`config.mk`:
```
export PLATFORM = sky130hd
export DESIGN_NAME = rail_fence_transposer
export DESIGN_NICKNAME = d
export VERILOG_FILES = /design/src/rtl/core/rft_pkg.sv /design/src/rtl/core/rft_ram.sv /design/src/rtl/core/rft_rail_walk.sv /design/src/rtl/core/rail_fence_transposer.sv
export VERILOG_INCLUDE_DIRS = /design/src /design/src/rtl/core
export SDC_FILE = /design/constraint.sdc
export NUM_CORES = 1
export LEC_CHECK = 0
export ABC_AREA = 1
export BUFFER_PORTS_ARGS = -buffer_cell sky130_fd_sc_hd__buf_2
export CELL_PAD_IN_SITES_DETAIL_PLACEMENT = 1
export CELL_PAD_IN_SITES_GLOBAL_PLACEMENT = 2
export CORE_UTILIZATION = 35
export CTS_CLUSTER_DIAMETER = 50
export DETAILED_ROUTE_END_ITERATION = 16
export PLACE_DENSITY = 0.62
export SETUP_SLACK_MARGIN = 0.05
export SYNTH_ARGS = -nofsm -noshare
export SYNTH_HDL_FRONTEND = slang
export SYNTH_HIERARCHICAL = 1
export SYNTH_SLANG_ARGS = --single-unit
export TNS_END_PERCENT = 1
```
`constraint.sdc`:
```
create_clock -name clk -period 4.9 [get_ports clk]
set_input_delay 0.245 -clock clk [delete_from_list [all_inputs] [get_ports clk]]
set_output_delay 0.245 -clock clk [all_outputs]
set_load 0.05 [all_outputs]
```
`src/rtl/core/rail_fence_transposer_assert.svh`:
```
// assertion macros shared by the rail fence transposer
// each macro expects a clock named clk and an active-high reset named rst in scope
`ifndef RAIL_FENCE_TRANSPOSER_ASSERT_SVH
`define RAIL_FENCE_TRANSPOSER_ASSERT_SVH

// same-cycle implication
`define RFT_ASSERT_SAME(label, ante, cons) \
  label: assert property (@(posedge clk) disable iff (rst) (ante) |-> (cons)) \
    else $error("rail fence transposer check failed");

// next-cycle implication
`define RFT_ASSERT_NEXT(label, ante, cons) \
  label: assert property (@(posedge clk) disable iff (rst) (ante) |=> (cons)) \
    else $error("rail fence transposer check failed");

`endif

```
`src/rtl/core/rft_pkg.sv`:
```
// ---------------------------------------------------------------------------
// rft_pkg
// Shared types and constants of the rail fence transposer.
// ---------------------------------------------------------------------------
`timescale 1ns / 1ps

package rft_pkg;

  localparam int BYTE_W  = 8;
  localparam int RAILS_W = 5;
  localparam int CFG_W   = 5;
  localparam int IDX_W   = 1;

  // configuration register indexes
  localparam logic [IDX_W-1:0] REG_RAILS   = 1'b0;
  localparam logic [IDX_W-1:0] REG_DECRYPT = 1'b1;

  // status of the rail walker toward the sequencer
  typedef struct packed {
    logic valid;
    logic last;
  } walk_stat_t;

endpackage

```
`src/rtl/core/rft_ram.sv`:
```
// ---------------------------------------------------------------------------
// rft_ram
// Generic single-write, single-read RAM with registered read data.
// ---------------------------------------------------------------------------
`timescale 1ns / 1ps

module rft_ram #(
  parameter int WIDTH = 8,
  parameter int DEPTH = 64
) (
  input  logic                     clk,
  input  logic                     we,
  input  logic [$clog2(DEPTH)-1:0] waddr,
  input  logic [WIDTH-1:0]         wdata,
  input  logic                     re,
  input  logic [$clog2(DEPTH)-1:0] raddr,
  output logic [WIDTH-1:0]         rdata
);

  logic [WIDTH-1:0] mem [DEPTH];

  always_ff @(posedge clk) begin
    if (we) begin
      mem[waddr] <= wdata;
    end
    if (re) begin
      rdata <= mem[raddr];
    end
  end

endmodule

```
`src/rtl/core/rft_rail_walk.sv`:
```
// ---------------------------------------------------------------------------
// rft_rail_walk
// Address generator: walks message positions rail by rail, one per cycle,
// adding a step to the position and comparing the sum against the length.
// ---------------------------------------------------------------------------
`timescale 1ns / 1ps

module rft_rail_walk import rft_pkg::*; #(
  parameter int MAX_LEN   = 64,
  parameter int MAX_RAILS = 16
) (
  input  logic                               clk,
  input  logic                               rst,
  input  logic                               start,
  input  logic [$clog2(MAX_RAILS+1)-1:0]     rails_in,
  input  logic [$clog2(MAX_LEN+1)-1:0]       len,
  output logic [$clog2(MAX_LEN)-1:0]         pos,
  output walk_stat_t                         stat
);

  localparam int RW = $clog2(MAX_RAILS + 1);
  localparam int CW = $clog2(MAX_LEN + 1);
  localparam int AW = $clog2(MAX_LEN);
  localparam int SW = $clog2(2 * MAX_RAILS + MAX_LEN);

  logic          active;
  logic [RW-1:0] rail;
  logic [RW-1:0] nrails;
  logic [CW-1:0] len_q;
  logic [SW-1:0] period;
  logic          up;

  logic [SW-1:0] step;
  logic [SW-1:0] sum;
  logic [RW-1:0] rail_inc;
  logic          rail_end;
  logic          done;

  always_comb begin
    if (nrails == RW'(1)) begin
      step = SW'(1);
    end else if (rail == '0 || rail == nrails - RW'(1)) begin
      step = period;
    end else if (up) begin
      step = SW'(rail) << 1;
    end else begin
      step = period - (SW'(rail) << 1);
    end
    sum      = SW'(pos) + step;
    rail_end = (sum >= SW'(len_q));
    rail_inc = rail + RW'(1);
    done     = (rail_inc >= nrails) || (SW'(rail_inc) >= SW'(len_q));
  end

  assign stat.valid = active;
  assign stat.last  = active && rail_end && done;

  always_ff @(posedge clk) begin
    if (rst) begin
      active <= 1'b0;
    end else if (start) begin
      active <= 1'b1;
    end else if (active && rail_end && done) begin
      active <= 1'b0;
    end
  end

  always_ff @(posedge clk) begin
    if (start) begin
      pos    <= '0;
      rail   <= '0;
      up     <= 1'b0;
      nrails <= rails_in;
      len_q  <= len;
      period <= SW'(rails_in - RW'(1)) << 1;
    end else if (active) begin
      if (!rail_end) begin
        pos <= AW'(sum);
        up  <= !up;
      end else if (!done) begin
        // next rail starts at its own index, heading down first
        rail <= rail_inc;
        pos  <= AW'(rail_inc);
        up   <= 1'b0;
      end
    end
  end

endmodule

```
`src/rtl/core/rail_fence_transposer.sv`:
```
// ---------------------------------------------------------------------------
// rail_fence_transposer
// Buffers a message and emits it in rail fence (zigzag) transposed order.
// ---------------------------------------------------------------------------
// Usage:
//   Input: a byte is taken at a clock edge with start high and busy low.
//   Bytes without in_last are buffered and busy stays low. A byte with
//   in_last ends the message (a byte dropped on a full buffer still ends it).
//   Config: cfg_we writes cfg_data into register cfg_index (0 rails,
//   1 decrypt_mode) at once; write only while busy is low and no result is
//   pending. Both are sampled when the last byte is taken.
//   Output: one result per buffered byte, each on out_byte/out_last/overflow
//   for one cycle with strobe high. The receiver cannot stall.
//   Flow: in encrypt busy stays high while the walker runs, and results
//   come one per cycle in walker order. Decrypt scatters into a second
//   buffer first, then gathers it in order. The rail walker hands out
//   one position per cycle and sets the pace.
//   Reset: synchronous; empties the buffer and sets rails 2, encrypt mode.
// ---------------------------------------------------------------------------
`timescale 1ns / 1ps

module rail_fence_transposer import rft_pkg::*; #(
  parameter int MAX_LEN   = 64,
  parameter int MAX_RAILS = 16
) (
  input  logic              clk,
  input  logic              rst,
  input  logic              start,
  output logic              busy,
  input  logic [BYTE_W-1:0] in_byte,
  input  logic              in_last,
  input  logic              cfg_we,
  input  logic [IDX_W-1:0]  cfg_index,
  input  logic [CFG_W-1:0]  cfg_data,
  output logic              strobe,
  output logic [BYTE_W-1:0] out_byte,
  output logic              out_last,
  output logic              overflow
);

  localparam int RW = $clog2(MAX_RAILS + 1);
  localparam int CW = $clog2(MAX_LEN + 1);
  localparam int AW = $clog2(MAX_LEN);

  localparam logic [2:0] S_IDLE  = 3'd0;
  localparam logic [2:0] S_ENC   = 3'd1;
  localparam logic [2:0] S_SCAT  = 3'd2;
  localparam logic [2:0] S_GAP   = 3'd3;
  localparam logic [2:0] S_GATH  = 3'd4;

  logic [2:0]         state;
  logic [2:0]         state_next;
  logic [RAILS_W-1:0] rails;
  logic               decrypt_mode;
  logic [CW-1:0]      fill_count;
  logic               overflow_seen;
  logic [CW-1:0]      msg_len;
  logic               msg_ovf;
  logic               msg_dec;
  logic [AW-1:0]      idx;

  logic               accept;
  logic               has_room;
  logic [CW-1:0]      len_now;
  logic [RW-1:0]      rails_eff;
  logic               walk_start;
  logic [AW-1:0]      walk_pos;
  walk_stat_t         walk;

  logic               scat_we;
  logic [AW-1:0]      scat_addr;
  logic               res_valid;
  logic               res_last;
  logic               idx_last;

  logic               store_re;
  logic [AW-1:0]      store_raddr;
  logic [BYTE_W-1:0]  store_rdata;
  logic               buf_re;
  logic [BYTE_W-1:0]  buf_rdata;

  assign accept   = start && !busy;
  assign has_room = (fill_count < CW'(MAX_LEN));
  assign len_now  = has_room ? fill_count + CW'(1) : fill_count;
  assign busy     = (state != S_IDLE);
  assign idx_last = (CW'(idx) == msg_len - CW'(1));

  always_comb begin
    if (rails == '0) begin
      rails_eff = RW'(1);
    end else if (int'(rails) > MAX_RAILS) begin
      rails_eff = RW'(MAX_RAILS);
    end else begin
      rails_eff = RW'(rails);
    end
  end

  assign walk_start = accept && in_last;

  rft_rail_walk #(
    .MAX_LEN   (MAX_LEN),
    .MAX_RAILS (MAX_RAILS)
  ) u_walk (
    .clk      (clk),
    .rst      (rst),
    .start    (walk_start),
    .rails_in (rails_eff),
    .len      (len_now),
    .pos      (walk_pos),
    .stat     (walk)
  );

  // encrypt gathers through the walker, decrypt reads the store in order
  assign store_re    = (state == S_ENC || state == S_SCAT) && walk.valid;
  assign store_raddr = (state == S_ENC) ? walk_pos : idx;

  rft_ram #(
    .WIDTH (BYTE_W),
    .DEPTH (MAX_LEN)
  ) u_store (
    .clk   (clk),
    .we    (accept && has_room),
    .waddr (fill_count[AW-1:0]),
    .wdata (in_byte),
    .re    (store_re),
    .raddr (store_raddr),
    .rdata (store_rdata)
  );

  assign buf_re = (state == S_GATH);

  rft_ram #(
    .WIDTH (BYTE_W),
    .DEPTH (MAX_LEN)
  ) u_scatter (
    .clk   (clk),
    .we    (scat_we),
    .waddr (scat_addr),
    .wdata (store_rdata),
    .re    (buf_re),
    .raddr (idx),
    .rdata (buf_rdata)
  );

  always_comb begin
    state_next = state;
    unique case (state)
      S_IDLE: begin
        if (walk_start) begin
          state_next = decrypt_mode ? S_SCAT : S_ENC;
        end
      end
      S_ENC: begin
        if (walk.last) begin
          state_next = S_IDLE;
        end
      end
      S_SCAT: begin
        if (walk.last) begin
          state_next = S_GAP;
        end
      end
      S_GAP: begin
        state_next = S_GATH;
      end
      S_GATH: begin
        if (idx_last) begin
          state_next = S_IDLE;
        end
      end
      default: begin
        state_next = S_IDLE;
      end
    endcase
  end

  always_ff @(posedge clk) begin
    if (rst) begin
      state         <= S_IDLE;
      rails         <= RAILS_W'(2);
      decrypt_mode  <= 1'b0;
      fill_count    <= '0;
      overflow_seen <= 1'b0;
      scat_we       <= 1'b0;
      res_valid     <= 1'b0;
    end else begin
      state     <= state_next;
      scat_we   <= (state == S_SCAT) && walk.valid;
      res_valid <= ((state == S_ENC) && walk.valid) || (state == S_GATH);
      if (cfg_we) begin
        unique case (cfg_index)
          REG_RAILS:   rails        <= cfg_data[RAILS_W-1:0];
          REG_DECRYPT: decrypt_mode <= cfg_data[0];
          default: ;
        endcase
      end
      if (accept) begin
        if (in_last) begin
          fill_count    <= '0;
          overflow_seen <= 1'b0;
        end else if (has_room) begin
          fill_count <= fill_count + CW'(1);
        end else begin
          overflow_seen <= 1'b1;
        end
      end
    end
  end

  always_ff @(posedge clk) begin
    if (walk_start) begin
      msg_len <= len_now;
      msg_ovf <= overflow_seen || !has_room;
      msg_dec <= decrypt_mode;
    end
    // one index serves the in-order store read and the in-order gather
    if (walk_start || state == S_GAP) begin
      idx <= '0;
    end else if (store_re && state == S_SCAT) begin
      idx <= idx + AW'(1);
    end else if (state == S_GATH) begin
      idx <= idx + AW'(1);
    end
    scat_addr <= walk_pos;
    res_last  <= (state == S_ENC) ? walk.last : idx_last;
  end

  assign strobe   = res_valid;
  assign out_byte = msg_dec ? buf_rdata : store_rdata;
  assign out_last = res_last;
  assign overflow = msg_ovf;

  `include "rail_fence_transposer_assert.svh"

  // a message ends with a quiet cycle before the next can show up
  `RFT_ASSERT_NEXT(a_last_gap, strobe && out_last, !strobe)
  // results of one message come back to back with a steady overflow flag
  `RFT_ASSERT_NEXT(a_burst, strobe && !out_last, strobe && $stable(overflow))
  // a taken last byte always starts the output phase
  `RFT_ASSERT_NEXT(a_start_busy, start && !busy && in_last, busy)
  // the buffer count never runs past capacity
  `RFT_ASSERT_SAME(a_fill_bound, 1'b1, fill_count <= CW'(MAX_LEN))

endmodule

```
# Word-level counts from Yosys, hierarchy flattened
# Memories as Yosys holds them, arrays and structs flattened. A register that Yosys moved wholly into a read port is not among the register bits.
# Index checks and enable logic that the tools add are counted.
[totals] reg_bits=65 ramBits=1024 in_bits=19 out_inout_bits=12 wordCells=109 n_memories=2
[op_classes] add_sub_neg=8 n_lt_le_gt_ge=5 n_eq_ne=13 mux=30 bitwise_logic=2 n_reduce_logical=30
[mem_list] memory="u_scatter.mem" depth=64 width=8 read_ports=1 rd_clocked_by_memory_dff=1 wr=1 line="rft_ram.sv:20" source="logic [WIDTH-1:0] mem [DEPTH];"
[mem_list] memory="u_store.mem" depth=64 width=8 read_ports=1 rd_clocked_by_memory_dff=1 wr=1 line="rft_ram.sv:20"
[ops] operator="$mux W7" count=5
[ops] operator="$mux W6" count=5
[ops] operator="$pmux W3 S5" count=1
[ops] operator="$mux W3" count=4
[ops] operator="$ne A2 B2 Y1 const B" count=6
[ops] operator="$mux W1" count=11
[ops] operator="$logic_not A5 Y1" count=2
[ops] operator="$mux W5" count=2
[ops] operator="$logic_and A1 B1 Y1" count=9
[ops] operator="$mux W8" count=1
[ops] operator="$reduce_and A2 Y1" count=4
[ops] operator="$add A6 B7 Y7" count=1
[ops] operator="$add A7 B1 Y7 const B" count=1
[ops] operator="$eq A6 B7 Y1" count=1
[ops] operator="$ge A5 B7 Y1" count=1
[ops] operator="$ge A7 B7 Y1" count=1
[ops] operator="$lt A7 B7 Y1 const B" count=1
[ops] operator="$sub A7 B1 Y7 const B" count=1
[ops] operator="$sub A7 B6 Y7" count=1
[ops] operator="$add A6 B1 Y6 const B" count=1
[ops] operator="$eq A3 B2 Y1 const B" count=2
[ops] operator="$logic_or A1 B1 Y1" count=6
[ops] operator="$sub A5 B1 Y6 const B" count=1
[ops] operator="$add A5 B1 Y5 const B" count=1
[ops] operator="15 further kinds" count=19

# Longest topological paths before layout
# Gate-level depths: netlist (run 1).
[depth] ltp_word=11 ltp_mapped=33

# Hierarchy
# Netlist (run 1), hierarchy kept.
[by_module_without_submodules] module="rft_ram" instances=2 cells_per_inst=1805 area_each_um2=21419.3
[by_module_without_submodules] module="rft_rail_walk" instances=1 cells_per_inst=346 area_each_um2=2622.5
[by_module_without_submodules] module="rail_fence_transposer" instances=1 cells_per_inst=263 area_each_um2=2070.7

# Worst setup path before layout (run 1)
# Ideal clock, no wire load.
[synth_path] kind="register to register" start="reg u_walk.nrails[0]" end="reg state[0]" t_arrival_ns=3.884 required_time_ns=4.785 setup_slack_ns=0.901 path_stages_with_launch=31 n_path_buf=1 path_cell_list="edfxtp_1 > inv_1 > ha_1 > nand2_1 > nand2_1 > nor2_1 > nand2_1 > nor2_2 > a21boi_4 > o21ai_1 > a21oi_1 > fa_1 > nand3_1 > nand2_1 > nand2_1 > nand2_1 > a21oi_1 > inv_1 > nand2_1 > nand2_1 > ha_1 > a21o_1 > nor2_1 > nand3_2 > buf_6 > nand2_4 > nor2_1 > nor3_1 > nor3_4 > a21oi_1 > nor2_1"
[synth_rtl] item="from (decl)" line="rft_rail_walk.sv:28" source="logic [RW-1:0] nrails;"
[synth_rtl] item="from (signal assigned)" line="rft_rail_walk.sv:73" source="nrails <= rails_in;"
[synth_rtl] item="to (signal assigned)" line="rail_fence_transposer.sv:187" source="state <= state_next;"
[synth_rtl] item="to (decl)" line="rail_fence_transposer.sv:51" source="logic [2:0] state;"

==> results of run 1 <==
-- per-layer routing --
layer | track usage (%) | vias to the layer above
met5 | 0 | -
met4 | 5.58 | 0
met3 | 3.11 | 169
met2 | 33.6 | 476
met1 | 27.9 | 15800
li1 | - | 14900
-- synthesized netlist by cell type (all sizes together) --
| master | count |
|---|---|
| a211oi | 1 |
| a21boi | 1 |
| a21o | 1 |
| a21oi | 40 |
| a22oi | 1 |
| a31oi | 1 |
| buf | 203 |
| clkbuf | 34 |
| clkinv | 1 |
| dfxtp | 45 |
| edfxtp | 1067 |
| fa | 2 |
| ha | 36 |
| inv | 109 |
| mux2 | 8 |
| nand2 | 1450 |
| nand3 | 914 |
| nand3b | 9 |
| nand4 | 26 |
| nor2 | 188 |
| nor3 | 7 |
| nor3b | 3 |
| nor4 | 17 |
| o211ai | 2 |
| o21ai | 32 |
| or2 | 4 |
| xnor2 | 7 |
| xor2 | 10 |
-- metrics by stage --
| step | area, sq um | hold WS (ps) | power, mW |
|---|---|---|---|
| after floorplan | 47500 | 344 | 17.4 |
| after global placement | 49200 | 447 | 20.1 |
| final | 54300 | 207 | 30.5 |
| after global routing | 54300 | 196 | 32.2 |
| after CTS | 54300 | 158 | 31.0 |
| after detailed placement | 49200 | 456 | 20.1 |
-- critical path: cells and delay by family (launching register included) --
family          cells  cell delay, ps
flops               1             370
fa+ha+maj           3             860
simple gates       21            1890
buf+inv             2             210
compound gates      5             880
-- sequential cells by signal, indices dropped and copies added, names as in the netlist, 7 cells and up --
name             cells
msg_len              7
fill_count           7
u_store/rdata        8
u_walk/len_q         7
u_scatter/rdata      8
u_scatter/mem      512
u_store/mem        512
-- kinds of logic (layout without fill, tap and decap cells) --
family                   Yosys count  count (layout)  share of synthesized area [%]
buffers and inverters            347             532                           4.44
flip-flops                      1112            1112                           69.3
adder cells (fa/ha/maj)           38              38                           1.03
AO/OA/AOI/OAI                     79              79                          0.913
multiplexers                       8               8                          0.190
XOR/XNOR                          17              17                          0.313
AND/OR/NAND/NOR                 2618            2618                           23.8
-- how the worst min path moves through the flow --
| stage | start | endpoint | depth (start not counted) |
|---|---|---|---|
| floorplan | in_byte[0] | u_store/mem[0][0]$_DFFE_PP_ | 0 |
| global placement | overflow_seen$_SDFFE_PP0P_ | overflow_seen$_SDFFE_PP0P_ | 2 |
| detailed placement | overflow_seen$_SDFFE_PP0P_ | overflow_seen$_SDFFE_PP0P_ | 2 |
| CTS | in_byte[1] | u_store/mem[25][1]$_DFFE_PP_ | 2 |
| global route | in_byte[1] | u_store/mem[33][1]$_DFFE_PP_ | 2 |
| finish | in_byte[1] | u_store/mem[29][1]$_DFFE_PP_ | 2 |
-- timing repair --
item,4_1_cts,5_1_grt
endpoints found under the hold margin,51,0
setup endpoints to repair,0,2
gates resized for setup,0,3
hold buffers,22,0
-- final cells by class --
cell class              instances  area, sq um
multi-input cells            2760        12500
clock inverters                83          816
flip-flops and latches       1112        33000
fillers                     14400        79800
inverters                     110          437
well taps                    1768         2210
clock buffers                 185         4090
repair buffers                154         1260
-- report_power, final --
| group | switching, mW | internal (mW) | total (mW) | leakage [nW] |
|---|---|---|---|---|
| clock network | 4.23 | 6.53 | 10.8 | 2.36 |
| registers | 0.346 | 10.8 | 11.2 | 9.97 |
| logic | 6.15 | 2.44 | 8.58 | 7.34 |
| total | 10.7 | 19.8 | 30.5 | 19.7 |
==> impl_results.md, run 1 <==
* Outcome: complete, no violations
* Die width at 371 um
* DRC at 0
* Crit start category: flip-flop
* Critical path type: reg -> reg
* Slowest cell on the critical path: sky130_fd_sc_hd__edfxtp_1
* Number of DRC markers after the initial detailed-route iteration at 1926
* Number of distinct library cells after synthesis at 46
* Setup Skew at 24.4 ps
* Gr usage total at 20.4%
* Top-area cell type share of the netlist area at 67.4%
* Tightest Pin Transition at 1160 ps
* Number of standard-cell rows in the floorplan at 134
* Cells after DPL at 5882
* Post-layout worst setup margin at 547 ps
* Cell repeated most along the worst path: sky130_fd_sc_hd__nand2_1
* Final Max Tran Viols at 0
* Post-synth design cell area at 47500 sq um
* TritonCTS clock tree: done
* Mapped Nets at 4276
* # port buffers at 30
* Total negative setup slack at 0 ps
* Ys Warns at 6
* Core ar. at 134000 sq um
* Gpl congestion at 0.749
* R2R Setup Slk at 550 ps
* Non-Filler Instances at 6172
* Most frequent cells in the layout: 1439 x sky130_fd_sc_hd__nand2_1, 1067 x sky130_fd_sc_hd__edfxtp_1, 907 x sky130_fd_sc_hd__nand3_1
* Post-synthesis register bit count at 1112
* Leakage at 19.7 nW
* Initial antenna violation count at 1
* Critical path data required time at 5540 ps
* Part of the Yosys area used for sequential elements at 69.3%
* Via density at 5.08
* Fraction of the cycle the final worst path needs at 88.8%
* P&R area growth vs syn at 14.2%
* Clock latency on the worst-skew pair at 770 ps
* Antenna fix cells at 0
* Main area contributors after synthesis: sky130_fd_sc_hd__edfxtp_1 67%, sky130_fd_sc_hd__nand2_1 11%, sky130_fd_sc_hd__nand3_1 9.6%
* Met2 layer wire length in the routed design at 66.5 mm
* Final core utilization at 40.5%
* Nets@finish at 4348
* Clock Pin Slew Worst Setup and Hold Paths at 60 ps
* Final hold violation count at 0
* Root buffer selected by CTS: sky130_fd_sc_hd__clkbuf_16
* Worst slew margin relative to its limit at 22.4%
* Pin count of the biggest net entering global routing at 177
* Cells on worst reg2reg path at 31
* Endpoint type of the worst setup path: flip-flop
* GRT Residual Overflow at 0
* Source of the critical timing path: u_walk/nrails[1]$_DFFE_PP_
* Number of buffers created by CTS at 153
* Final min period at 4350 ps
* Delay of the slowest cell on the worst path at 370 ps
* Setup crit end: state[1]$_SDFFE_PP0P_
* End of the worst register-to-register path: state[1]$_SDFFE_PP0P_
* Starting Density at 35.4%
* Synth area leader: sky130_fd_sc_hd__edfxtp_1
* First-pass GRT wire length at 209 mm
* Layout cell share with drive strength beyond 1 at 10.0%
* Reg-to-Reg Start: u_walk/nrails[1]$_DFFE_PP_
* Peak Freq at 230 MHz
* Clock Path Buffers at 3
* Pre-Repair DR Iteration Count at 5
* Total of endpoints with negative setup slack in the final report at 0
* CP arrival at 4990 ps
* Wire length per cell after detailed routing at 22.5 um
* HP Class: in -> reg
* DPL Wire Length at 81.2 mm
* Post-CTS setup buffer count at 0
* Antenna violation net count after detailed routing at 0
* Maximum resistive drop on vdd at 0.425 mV
* Commonest non-fill, non-tap cell in the layout: sky130_fd_sc_hd__nand2_1
* Gate count of the mapped netlist at 4219
* Die Ht at 371 um
* Detailed-routed wire length on met3 at 4.62 mm
* DP Worst Slack at 465 ps
* DRT Wirelength at 139 mm
* Unrepaired setup endpoints after global routing: false
* Number of H-tree branching levels at 4
* Total I/O pin count at 31
* Highest routing layer actually used: met4
* Synthesized area per cell at 11.3 sq um
* MaxCap Viol Count at 0
* Met1 Routed Length at 65.0 mm
* Clock tree sinks at 1112
* Pwr Density at 562 nW/um^2
* Critical-path maximum fanout at 9
* Via count at 31300
* Number of global-route vias before repair at 32000
* Die Footprint at 137000 sq um
No activity file was read; power rests on OpenSTA's default activity.
==> run 2, diff against run 1 <==
Settings changed: ABC_AREA 1 to not set, PLACE_DENSITY 0.62 to 0.55.
Clock period 4.9 ns to 4.2 ns, I/O delays scaled along.
==> impl_results.md, run 2 <==
* Unrepaired setup endpoints after global routing: true (was false)
* Number of buffers created by CTS at 139 (was 153)
* Pre-Repair DR Iteration Count at 5 (unchanged)
* Layout cell share with drive strength beyond 1 at 28.4% (was 10.0%)
* Setup Skew at 30.4 ps (was 24.4 ps)
* Total negative setup slack at -875 ps (was 0 ps)
* Clock latency on the worst-skew pair at 760 ps (was 770 ps)
* P&R area growth vs syn at 17.6% (was 14.2%)
* Antenna fix cells at 0 (unchanged)
* Fraction of the cycle the final worst path needs at 103% (was 88.8%)
* Leakage at 16.6 nW (was 19.7 nW)
* Delay of the slowest cell on the worst path at 400 ps (was 370 ps)
* Gate family responsible for the most delay along the worst path: compound AO/OA/AOI/OAI gates (was simple AND/OR/NAND/NOR gates)
* Most frequent cells in the layout: 1067 x sky130_fd_sc_hd__edfxtp_1, 252 x sky130_fd_sc_hd__mux4_2, 209 x sky130_fd_sc_hd__nor2_1 (was 1439 x sky130_fd_sc_hd__nand2_1, 1067 x sky130_fd_sc_hd__edfxtp_1, 907 x sky130_fd_sc_hd__nand3_1)
* Via density at 5.24 (was 5.08)
* DRT Wirelength at 117 mm (was 139 mm)
* R2R Setup Slk at -130 ps (was 550 ps)
* Endpoint type of the worst setup path: flip-flop (unchanged)
* Critical-path maximum fanout at 4 (was 9)
* Number of distinct library cells after synthesis at 84 (was 46)
* Post-layout worst setup margin at -129 ps (was 547 ps)
* Critical path data required time at 4810 ps (was 5540 ps)
* Internal Dissipation at 21.7 mW (was 19.8 mW)
* Post-synth EDFFs at 1067 (unchanged)
* DPL Wire Length at 73.5 mm (was 81.2 mm)
* Largest regs: u_scatter/mem: 512 flops, u_store/mem: 512 flops (unchanged)
* Sequential share of power at 43.4% (was 36.6%)
* Violations in the final reports: negative setup slack
* # port buffers at 30 (unchanged)
* CP arrival at 4930 ps (was 4990 ps)
* Slowest cell on the critical path: sky130_fd_sc_hd__edfxtp_1 (unchanged)
* Final min period at 4330 ps (was 4350 ps)
* Peak Freq at 231 MHz (was 230 MHz)
* Die width at 360 um (was 371 um)
* Fraction of power spent switching nets at 25.6% (was 35.1%)
* Number of standard-cell rows in the floorplan at 131 (was 134)
* Antenna violation net count after detailed routing at 0 (unchanged)
* Core ar. at 128000 sq um (was 134000 sq um)
* Part of the Yosys area used for sequential elements at 73.2% (was 69.3%)
* Synthesized area per cell at 19.1 sq um (was 11.3 sq um)
* GRT Residual Overflow at 0 (unchanged)
* Clock Pin Slew Worst Setup and Hold Paths at 60 ps (about the same)
* Number of DRC markers after the initial detailed-route iteration at 1512 (was 1926)
* Maximum resistive drop on vdd at 0.436 mV (was 0.425 mV)
* Chain of cells forming the critical path: inv_2 -> ha_4 -> and4bb_2 -> o211ai_2 -> a311oi_4 -> buf_6 -> o21ai_2 -> a21oi_2 -> ha_1 -> a21o_1 -> a21oi_2 -> o21bai_1 -> a21oi_1 -> xnor2_1 -> ha_1 -> nand3_2 -> o21ai_2 -> a21oi_2 -> a211oi_2 -> nor2_1 -> o21bai_2 -> mux2i_1 -> nor2_1
* Crit path buf inv count at 2 (unchanged)
* Post-synth design cell area at 45000 sq um (was 47500 sq um)
* Final core utilization at 41.5% (was 40.5%)
* Starting Density at 35.3% (was 35.4%)
* First-pass GRT wire length at 173 mm (was 209 mm)
* Gate count of the mapped netlist at 2349 (was 4219)
* Mapped Nets at 2406 (was 4276)
* DRC at 0 (unchanged)
* Final Max Tran Viols at 0 (unchanged)
* Critical path type: reg -> reg (unchanged)
* Top cells by instance count after synthesis: 1067 x sky130_fd_sc_hd__edfxtp_1, 252 x sky130_fd_sc_hd__mux4_2, 212 x sky130_fd_sc_hd__nor2_1 (was 1439 x sky130_fd_sc_hd__nand2_1, 1067 x sky130_fd_sc_hd__edfxtp_1, 907 x sky130_fd_sc_hd__nand3_1)
* Root buffer selected by CTS: sky130_fd_sc_hd__clkbuf_16 (unchanged)
* Total Power at 29.1 mW (was 30.5 mW)
* Relative contribution of the clock network to total power at 40.2% (was 35.3%)
* Final Hold Slack at 123 ps (was 207 ps)
* TritonCTS clock tree: done (unchanged)
* Post-synthesis register bit count at 1112 (unchanged)
* Initial antenna violation count at 3 (was 1)
* Clock Path Buffers at 3 (unchanged)
* Commonest non-fill, non-tap cell in the layout: sky130_fd_sc_hd__edfxtp_1 (was sky130_fd_sc_hd__nand2_1)
* Total of endpoints with negative setup slack in the final report at 13 (was 0)
* Die Footprint at 130000 sq um (was 137000 sq um)
* Final hold violation count at 0 (unchanged)
* Crit start category: flip-flop (unchanged)
* HP Class: in -> reg (unchanged)
* Cell repeated most along the worst path: sky130_fd_sc_hd__a21oi_2 (was sky130_fd_sc_hd__nand2_1)
* Die Ht at 360 um (was 371 um)
* Nets@finish at 2664 (was 4348)
* Net Switching at 7.45 mW (was 10.7 mW)
* Portion of total power attributed to combinational logic at 16.4% (was 28.1%)
* Ys Warns at 6 (unchanged)
* Pin count of the biggest net entering global routing at 66 (was 177)
* Clock tree sinks at 1112 (unchanged)
* Count leader, synth: sky130_fd_sc_hd__edfxtp_1 (was sky130_fd_sc_hd__nand2_1)
* Top-area cell type share of the netlist area at 71.2% (was 67.4%)
* Number of H-tree branching levels at 4 (unchanged)
* Outcome: finished with violations (was complete, no violations)
* Main area contributors after synthesis: sky130_fd_sc_hd__edfxtp_1 71%, sky130_fd_sc_hd__mux4_2 13%, sky130_fd_sc_hd__dfxtp_1 2.0% (was sky130_fd_sc_hd__edfxtp_1 67%, sky130_fd_sc_hd__nand2_1 11%, sky130_fd_sc_hd__nand3_1 9.6%)
* FFs w/ async S/R, synth at 0% (unchanged)
* Worst slew margin relative to its limit at 24.2% (was 22.4%)
* Total I/O pin count at 31 (unchanged)
* Via count at 22900 (was 31300)
* Tightest Pin Transition at 1130 ps (was 1160 ps)
* Gr usage total at 18.2% (was 20.4%)
* MaxCap Viol Count at 0 (unchanged)
* Wire length per cell after detailed routing at 26.7 um (was 22.5 um)
* Main flop type after synthesis: sky130_fd_sc_hd__edfxtp_1 (unchanged)
* Number of global-route vias before repair at 24800 (was 32000)
* Pwr Density at 551 nW/um^2 (was 562 nW/um^2)
* Gpl congestion at 0.748 (was 0.749)
* Filler cell count in the final layout at 12100 (was 14400)
* Synth area leader: sky130_fd_sc_hd__edfxtp_1 (unchanged)
-- run 2: cell count changes in the layout (fill, tap and decap cells not counted), moves of 34 or more --
cell	before	now
sky130_fd_sc_hd__buf_4	92	172
sky130_fd_sc_hd__inv_1	89	33
sky130_fd_sc_hd__mux2i_1	0	53
sky130_fd_sc_hd__mux4_2	0	252
sky130_fd_sc_hd__nand2_1	1439	62
sky130_fd_sc_hd__nand3_1	907	35
sky130_fd_sc_hd__nor2_1	170	209
sky130_fd_sc_hd__nor2b_1	0	34
-- run 2: cell families after synthesis --
| family | Yosys count | share of synthesized area [%] |
|---|---|---|
| xor+xnor | 35 | 0.715 |
| buf+inv | 158 | 1.99 |
| flops | 1112 | 73.2 |
| compound gates | 196 | 3.19 |
| fa+ha+maj | 38 | 1.09 |
| mux | 347 | 14.8 |
| simple gates | 463 | 4.93 |
-- run 2: worst register-to-register path: cells and delay by family, from the launching register on --
kind	cells	cell delay (ps)
xor gates and xnor gates	1	120
AOI/OAI and AO/OA	12	1940
adders and majority gates	3	750
and+or+nand+nor	4	500
muxes	1	230
DFF	1	400
buffers and inverters	2	260
-- run 2: repair_timing --
action	CTS	global route
hold endpoints to repair	78	0
resized for setup	13	13
pin swaps	20	29
endpoints found under the setup margin	15	16
setup buffers	15	3
hold buffers	25	0
-- run 2: per-stage QoR --
step | area [sq um] | worst slack [ps] | instances
final | 52900 | -129 | 4375
after global routing | 52900 | -423 | 4375
after CTS | 52800 | -136 | 4372
after detailed placement | 47900 | -331 | 4085
after global placement | 47900 | -100 | 4085
after floorplan | 45000 | -31.4 | 2349
-- run 2: worst paths after layout --
kind | cells after the start | from | endpoint
setup / recovery | 23 | u_walk/nrails[1]$_DFFE_PP_ | state[0]$_SDFFE_PP0P_
hold / removal | 2 | in_byte[7] | u_store/mem[10][7]$_DFFE_PP_
setup reg to reg | 23 | u_walk/nrails[1]$_DFFE_PP_ | state[0]$_SDFFE_PP0P_
hold reg to reg | 0 | u_walk/pos[4]$_SDFFE_PP0P_ | scat_addr[4]$_DFF_P_
-- run 2: metal layers --
layer | routed length (um) | track usage, %
met5 | 0 | 0
met3 | 4370 | 3.09
met1 | 52300 | 24.4
met4 | 2830 | 5.71
met2 | 57300 | 30.1
-- run 2: layout make-up --
class	count	area, sq um	share of cell area [%]
clock inverter	87	875	1.65
timing repair buffer	240	1930	3.64
inverter	35	131	0.248
tap	1662	2080	3.93
multi-input combinational	1079	11300	21.4
clock buffer	160	3630	6.86
sequential	1112	33000	62.3
-- run 2: power by group through the flow --
stage                     Sequential [mW]  Clock, mW  Combinational (mW)
final                                12.7       11.7                4.78
after floorplan                      12.8          0                2.89
after global routing                 12.7       12.4                5.17
after CTS                            12.7       12.0                4.77
after detailed placement             12.9          0                4.47
after global placement               12.9          0                4.39
